File: config.mk
export PLATFORM = sky130hd
export DESIGN_NAME = zigzag_scan_reorder
export DESIGN_NICKNAME = d
export VERILOG_FILES = /design/src/hw/rtl/zsr_pkg.sv /design/src/hw/rtl/zsr_ctrl.sv /design/src/hw/rtl/zsr_datapath.sv /design/src/hw/rtl/zigzag_scan_reorder.sv
export SDC_FILE = /design/constraint.sdc
export NUM_CORES = 2
export LEC_CHECK = 0
export ABC_AREA = 1
export BUFFER_PORTS_ARGS = -buffer_cell sky130_fd_sc_hd__buf_4
export CORE_MARGIN = 8
export CORE_UTILIZATION = 35
export CTS_CLUSTER_DIAMETER = 80
export DETAILED_ROUTE_END_ITERATION = 16
export HOLD_SLACK_MARGIN = 0.06
export SLEW_MARGIN = 20
export SYNTH_ARGS = -nofsm -noshare
export SYNTH_HDL_FRONTEND = slang
export SYNTH_SLANG_ARGS = --single-unit
File: constraint.sdc
create_clock -name clk -period 4.75 [get_ports clk]
set_input_delay 0.95 -clock clk [delete_from_list [all_inputs] [get_ports clk]]
set_output_delay 0.95 -clock clk [all_outputs]
set_load 0.01 [all_outputs]
File: src/hw/rtl/zsr_pkg.sv
// Shared types and constants for the zigzag scan reorder block.
// Command and status structs between controller and datapath.
// No dependencies.
package zsr_pkg;

	// Fixed field widths
	localparam int unsigned VALUE_W = 32;
	localparam int unsigned CFG_W   = 4;

	// Controller to datapath
	typedef struct packed {
		logic load;       // write one element, advance load count
		logic scan_init;  // reset the zigzag walker
		logic scan_step;  // issue one read and advance the walker
	} zsr_cmd_t;

	// Datapath to controller
	typedef struct packed {
		logic frame_done; // the element being loaded completes the frame
		logic scan_last;  // the walker sits on the final element
	} zsr_status_t;

endpackage : zsr_pkg

File: src/hw/rtl/zsr_ctrl.sv
// Controller for the zigzag scan reorder: load/emit sequencing.
// Depends on zsr_pkg.
module zsr_ctrl (
	input  logic                 clk,
	input  logic                 arst_n,
	input  logic                 start,
	output logic                 busy,
	output zsr_pkg::zsr_cmd_t    cmd,
	input  zsr_pkg::zsr_status_t status
);
	import zsr_pkg::*;

	localparam logic ST_IDLE = 1'b0;
	localparam logic ST_EMIT = 1'b1;

	logic state_q;
	logic accept;

	assign busy   = (state_q == ST_EMIT);
	assign accept = start && !busy;

	// Commands to the datapath
	always_comb begin
		cmd.load      = accept;
		cmd.scan_init = accept && status.frame_done;
		cmd.scan_step = (state_q == ST_EMIT);
	end

	// State register
	always_ff @(posedge clk or negedge arst_n) begin
		if (!arst_n) begin
			state_q <= ST_IDLE;
		end else begin
			case (state_q)
				ST_IDLE: begin
					if (accept && status.frame_done) begin
						state_q <= ST_EMIT;
					end
				end
				ST_EMIT: begin
					if (status.scan_last) begin
						state_q <= ST_IDLE;
					end
				end
				default: begin
					state_q <= ST_IDLE;
				end
			endcase
		end
	end

endmodule : zsr_ctrl

File: src/hw/rtl/zsr_datapath.sv
// Datapath for the zigzag scan reorder: element store, load counter,
// zigzag walker and output register. Depends on zsr_pkg.
module zsr_datapath #(
	parameter int unsigned MAX_SIDE = 8
) (
	input  logic                          clk,
	input  logic                          arst_n,
	input  logic                          cfg_wr,
	input  logic [zsr_pkg::CFG_W-1:0]     cfg_data,
	input  zsr_pkg::zsr_cmd_t             cmd,
	output zsr_pkg::zsr_status_t          status,
	input  logic signed [zsr_pkg::VALUE_W-1:0] element_value,
	output logic                          result_valid,
	output logic signed [zsr_pkg::VALUE_W-1:0] scan_value,
	output logic                          last_of_frame
);
	import zsr_pkg::*;

	localparam int unsigned DEPTH  = MAX_SIDE * MAX_SIDE;
	localparam int unsigned ADDR_W = (DEPTH > 1) ? $clog2(DEPTH) : 1;
	localparam int unsigned CNT_W  = $clog2(DEPTH + 1);
	localparam int unsigned SIDE_W = (MAX_SIDE > 1) ? $clog2(MAX_SIDE) : 1;
	localparam int unsigned N_W    = $clog2(MAX_SIDE + 1);
	localparam logic [CFG_W-1:0] SIDE_RST = CFG_W'(8);

	logic [CFG_W-1:0]   matrix_size_q;
	logic [N_W-1:0]     n_eff;
	logic [SIDE_W-1:0]  nm1;
	logic [CNT_W-1:0]   total;
	logic [CNT_W-1:0]   load_count_q;
	logic [CNT_W-1:0]   load_inc;
	logic [CNT_W-1:0]   k_q;
	logic [SIDE_W-1:0]  r_q;
	logic [SIDE_W-1:0]  c_q;
	logic               dir_q;     // 0: up-right, 1: down-left
	logic [ADDR_W-1:0]  rd_addr;
	logic [VALUE_W-1:0] mem [DEPTH];
	logic [VALUE_W-1:0] data_s1;
	logic               valid_s1;
	logic               last_s1;

	// Side length register
	always_ff @(posedge clk or negedge arst_n) begin
		if (!arst_n) begin
			matrix_size_q <= SIDE_RST;
		end else if (cfg_wr) begin
			matrix_size_q <= cfg_data;
		end
	end

	// Clamp side to 1..MAX_SIDE
	always_comb begin
		if (matrix_size_q == '0) begin
			n_eff = N_W'(1);
		end else if (matrix_size_q > CFG_W'(MAX_SIDE)) begin
			n_eff = N_W'(MAX_SIDE);
		end else begin
			n_eff = N_W'(matrix_size_q);
		end
	end

	assign nm1   = SIDE_W'(n_eff - 1'b1);
	assign total = CNT_W'(CNT_W'(n_eff) * CNT_W'(n_eff));

	// Load counter
	assign load_inc          = load_count_q + 1'b1;
	assign status.frame_done = (load_inc >= total);

	always_ff @(posedge clk or negedge arst_n) begin
		if (!arst_n) begin
			load_count_q <= '0;
		end else if (cmd.load) begin
			load_count_q <= status.frame_done ? '0 : load_inc;
		end
	end

	// Element store, row-major
	always_ff @(posedge clk) begin
		if (cmd.load) begin
			mem[load_count_q[ADDR_W-1:0]] <= element_value;
		end
	end

	// Zigzag walker over row/column
	assign status.scan_last = (CNT_W'(k_q + 1'b1) == total);

	always_ff @(posedge clk or negedge arst_n) begin
		if (!arst_n) begin
			r_q   <= '0;
			c_q   <= '0;
			dir_q <= 1'b0;
			k_q   <= '0;
		end else if (cmd.scan_init) begin
			r_q   <= '0;
			c_q   <= '0;
			dir_q <= 1'b0;
			k_q   <= '0;
		end else if (cmd.scan_step) begin
			k_q <= k_q + 1'b1;
			if (!dir_q) begin
				if (c_q == nm1) begin
					r_q   <= r_q + 1'b1;
					dir_q <= 1'b1;
				end else if (r_q == '0) begin
					c_q   <= c_q + 1'b1;
					dir_q <= 1'b1;
				end else begin
					r_q <= r_q - 1'b1;
					c_q <= c_q + 1'b1;
				end
			end else begin
				if (r_q == nm1) begin
					c_q   <= c_q + 1'b1;
					dir_q <= 1'b0;
				end else if (c_q == '0) begin
					r_q   <= r_q + 1'b1;
					dir_q <= 1'b0;
				end else begin
					r_q <= r_q + 1'b1;
					c_q <= c_q - 1'b1;
				end
			end
		end
	end

	assign rd_addr = ADDR_W'(ADDR_W'(r_q) * ADDR_W'(n_eff)) + ADDR_W'(c_q);

	// Registered read, one result per cycle
	always_ff @(posedge clk) begin
		if (cmd.scan_step) begin
			data_s1 <= mem[rd_addr];
		end
	end

	always_ff @(posedge clk or negedge arst_n) begin
		if (!arst_n) begin
			valid_s1 <= 1'b0;
			last_s1  <= 1'b0;
		end else begin
			valid_s1 <= cmd.scan_step;
			last_s1  <= cmd.scan_step && status.scan_last;
		end
	end

	assign result_valid  = valid_s1;
	assign scan_value    = data_s1;
	assign last_of_frame = last_s1;

`ifndef SYNTHESIS
	a_load_not_in_scan: assert property (@(posedge clk) disable iff (!arst_n)
		cmd.load |-> !cmd.scan_step)
		else $error("element load during scan");
	a_count_in_range: assert property (@(posedge clk) disable iff (!arst_n)
		load_count_q < CNT_W'(DEPTH))
		else $error("load count beyond store depth");
	a_last_needs_valid: assert property (@(posedge clk) disable iff (!arst_n)
		last_of_frame |-> result_valid)
		else $error("last flag without result");
	a_scan_ends_once: assert property (@(posedge clk) disable iff (!arst_n)
		(cmd.scan_step && status.scan_last) |=> !cmd.scan_step)
		else $error("scan continued past final element");
`endif

endmodule : zsr_datapath

File: src/hw/rtl/zigzag_scan_reorder.sv
// Top level of the zigzag scan reorder block.
// Instantiates zsr_ctrl and zsr_datapath; depends on zsr_pkg.

// Elements of an n x n matrix enter one per cycle in row-major order while busy is
// low; n is the matrix_size register (0 is taken as 1, values above MAX_SIDE as
// MAX_SIDE). The element that completes a frame raises busy, and the frame then
// leaves in zigzag order, one result per cycle on result_valid, from the read
// register that follows the emit state; last_of_frame marks the final one. The
// receiver cannot stall, so every strobe must be captured. Loading and emission
// of a frame do not overlap, and emission is bounded by the single read port of
// the element store; busy drops in the cycle the last result shows.
// Configuration writes are always taken but must only be made between frames.
module zigzag_scan_reorder #(
	parameter int unsigned MAX_SIDE = 8
) (
	input  logic                               clk,
	input  logic                               arst_n,
	input  logic                               start,
	output logic                               busy,
	input  logic signed [zsr_pkg::VALUE_W-1:0] element_value,
	input  logic                               cfg_valid,
	output logic                               cfg_ready,
	input  logic [zsr_pkg::CFG_W-1:0]          cfg_data,
	output logic                               result_valid,
	output logic signed [zsr_pkg::VALUE_W-1:0] scan_value,
	output logic                               last_of_frame
);
	import zsr_pkg::*;

	zsr_cmd_t    cmd;
	zsr_status_t status;

	assign cfg_ready = 1'b1;

	// Sequencing
	zsr_ctrl u_ctrl (
		.clk    (clk),
		.arst_n (arst_n),
		.start  (start),
		.busy   (busy),
		.cmd    (cmd),
		.status (status)
	);

	// Store, walker and output register
	zsr_datapath #(
		.MAX_SIDE (MAX_SIDE)
	) u_datapath (
		.clk           (clk),
		.arst_n        (arst_n),
		.cfg_wr        (cfg_valid && cfg_ready),
		.cfg_data      (cfg_data),
		.cmd           (cmd),
		.status        (status),
		.element_value (element_value),
		.result_valid  (result_valid),
		.scan_value    (scan_value),
		.last_of_frame (last_of_frame)
	);

endmodule : zigzag_scan_reorder
==> qor.yml <==
yosys_warnings: 0
clk_pin_slew_ns: 0.06
syn_avg_cell_area_um2: 12.16
holdCritPathClass: "in2reg"
core_um2: 243200
yosysSeqAreaShare_pct: 73.78
async_flop_share_pct: 1.328
drive_above_1_share_pct: 9.737
vias: 57060
worst_pin_slew_ns: 1.117
crit_buf_inv: 5
fp.dieH_um: 510.6
synth_edf_count: 2080
finalClockSkew_ns: 0.02470
worstPathMaxFanout: 31
cp.arrival_ns: 5.24
hold_depth: 3
cp_common_cell: "nand3_1"
cts_tree: "done"
route.detailed.drc: 0
maxSlewViolCount: 0
area_growth_pct: 13.99
dp_hpwl_um: 143400
antenna_found_initial: 17
io_pins: 76
rsz0062_at_grt: "yes"
r2r_slack_ns: 0.08
htree_levels: 4
final_util_pct: 40.12
crit_path_max_incr_delay_ns: 0.86
required_ns: 5.31
fmax_ghz: 0.2139
synth_area_um2: 85610
endpoint_kind: "register"
crit_cells: 16
cts_sinks: 2108
synthFlopType: "edfxtp_1"
gp_congestion: 0.8384
overflow: 0
clock_path_buffers: 3
ant_nets: 0
critical-path-top-delay-family: "adder cells"
wl_met1_um: 104400
nets: 7209
dieArea_um2: 260700
max_cap_violations: 0
grt_max_degree: 116
yosys-top-cells-area: "edfxtp_1 73%, nand3_1 9.0%, nand2_1 8.4%, o21ai_0 1.8%, nor2_1 1.3%"
grt_pass1_vias: 54720
critPathSlowestCell: "fa_4"
root_buffer: "clkbuf_16"
relSlewSlack_pct: 25.51
clock_latency_ns: 0.85
gr-usage-all-layers_pct: 19.38
worstPathCellList: "inv_1, nand2_2, nor2_1, fa_1, inv_1, fa_1, fa_4, clkinv_8, buf_12, buf_12, nand3_1, nand3_1, nand3_1, nand2_1, nand2_2, nand2_1"
drt_pass1_iterations: 5
syn-instance-count: 7038
grt_pass1_wl_um: 376700
start_util_pct: 35.20
yosysTopAreaCellShare_pct: 72.96
wl_met3_um: 21740
n_fill_cell: 22690
reg2reg_depth: 16
drt-vias-per-instance: 5.430
row_count: 181
final_cell_mix: "2080 x edfxtp_1, 1897 x nand2_1, 1528 x nand3_1, 301 x o21ai_0, 268 x buf_4"
wirelength_um: 259900
outcome: "complete, no violations"
top_layer: "met5"
min_period_ns: 4.675
setup_violations: 0
cts_made_buffers: 205
drt_iter0_markers: 6998
synth_cell_types: 33
io_buffers: 74
avgRoutedWirePerCell_um: 24.73
synth-seq-cells: 2108
timing.final.crit_share_pct: 98.41
fp.dieW_um: 510.6
final_common_cell: "edfxtp_1"
cp-start-kind: "register"
criticalPathCategory: "reg2reg"
hold_viol: 0
wl_met2_um: 122200
postCtsSetupRepairBufs: 0
synth_top_area_cell: "edfxtp_1"
-- synth_stat cells (3+ instances only) --
cell type,instances
nand3b_1,3
nand3_1,1533
dfrtp_1,27
buf_6,46
o22ai_1,101
a21oi_1,106
nor2_1,290
xnor2_1,6
buf_2,175
nand4_1,5
xor2_1,11
edfxtp_1,2080
o21ai_0,301
buf_1,41
o21ai_1,4
fa_1,5
buf_4,39
clkbuf_1,148
nand2_1,1912
ha_1,32
inv_1,157
-- cells by family after synthesis --
group / Yosys count / share of synthesized area [%]
AOI/OAI and AO/OA: 516 / 3.179
xor gates and xnor gates: 19 / 0.2119
adders and majority gates: 37 / 0.5846
buffers and inverters: 610 / 3.521
DFF: 2108 / 73.78
muxes: 1 / 0.01315
other: 2 / 0.008773
and+or+nand+nor: 3745 / 18.70
-- repair_timing --
action                                  CTS  global route
resized for setup                         2            24
gates cloned                              0             0
endpoints found under the hold margin    27             0
endpoints found under the setup margin    4            13
hold buffers                              1             0
-- path summary, 6_finish.rpt --
path,from,to
max,u_datapath.matrix_size_q[3],u_datapath.scan_value[27]
min,cfg_data[1],u_datapath.matrix_size_q[1]
max reg2reg,u_datapath.matrix_size_q[3],u_datapath.scan_value[27]
min reg2reg,u_datapath.load_count_q[6],u_datapath.load_count_q[6]
max in group asynchronous,arst_n,u_datapath.matrix_size_q[3]
min in group asynchronous,arst_n,u_datapath.result_valid
-- layout make-up --
class	count	area (µm²)	area share, %
Sequential cell	2108	63160	64.73
Multi-Input combinational cell	4321	20050	20.55
Clock buffer	265	5355	5.488
Tap cell	3202	4006	4.105
Timing Repair Buffer	336	3337	3.420
Clock inverter	112	1018	1.044
Inverter	160	643.1	0.6590
Antenna cell	5	12.51	0.01282
-- through the flow --
step | cells | setup TNS [ns] | cell area (µm²) | worst slack (ns) | hold slack [ns]
6_report | 10510 | 0 | 97580 | 0.07539 | 0.3323
5_1_grt | 10500 | -0.02234 | 97570 | -0.009851 | 0.2924
4_1_cts | 10500 | 0 | 97490 | 0.001763 | 0.2707
3_5_place_dp | 10130 | -0.2257 | 91100 | -0.09668 | 0.5662
3_3_place_gp | 10130 | -0.2288 | 91100 | -0.1105 | 0.5385
2_1_floorplan | 7039 | 0 | 85610 | 1.113 | 0.5160
-- registers in the layout, summed over array words and instances, names as in the netlist --
| name | count |
|---|---|
| u_ctrl.busy | 1 |
| u_datapath.c_q | 3 |
| u_datapath.dir_q | 1 |
| u_datapath.k_q | 7 |
| u_datapath.last_of_frame | 1 |
| u_datapath.load_count_q | 7 |
| u_datapath.matrix_size_q | 4 |
| u_datapath.mem | 2048 |
| u_datapath.r_q | 3 |
| u_datapath.result_valid | 1 |
| u_datapath.scan_value | 32 |
-- routing by layer --
layer | vias to the layer above | GRT usage, %
met5 | - | 0
met4 | 14 | 8.017
met3 | 476 | 3.119
met2 | 2696 | 31.64
met1 | 28580 | 25.85
li1 | 25300 | -
-- worst register-to-register path: stages, from the launching register on --
cell and delay, ns:
dfstp_2 0.59, inv_1 0.14, nand2_2 0.09, nor2_1 0.06, fa_1 0.55, inv_1 0.06
fa_1 0.48, fa_4 0.86, clkinv_8 0.20, buf_12 0.25, buf_12 0.24, nand3_1 0.10
nand3_1 0.09, nand3_1 0.26, nand2_1 0.11, nand2_2 0.20, nand2_1 0.12
Power is left out: the tool's default activity adds up to more than one toggle a clock period on the data nets, which glitch-free logic cannot reach.
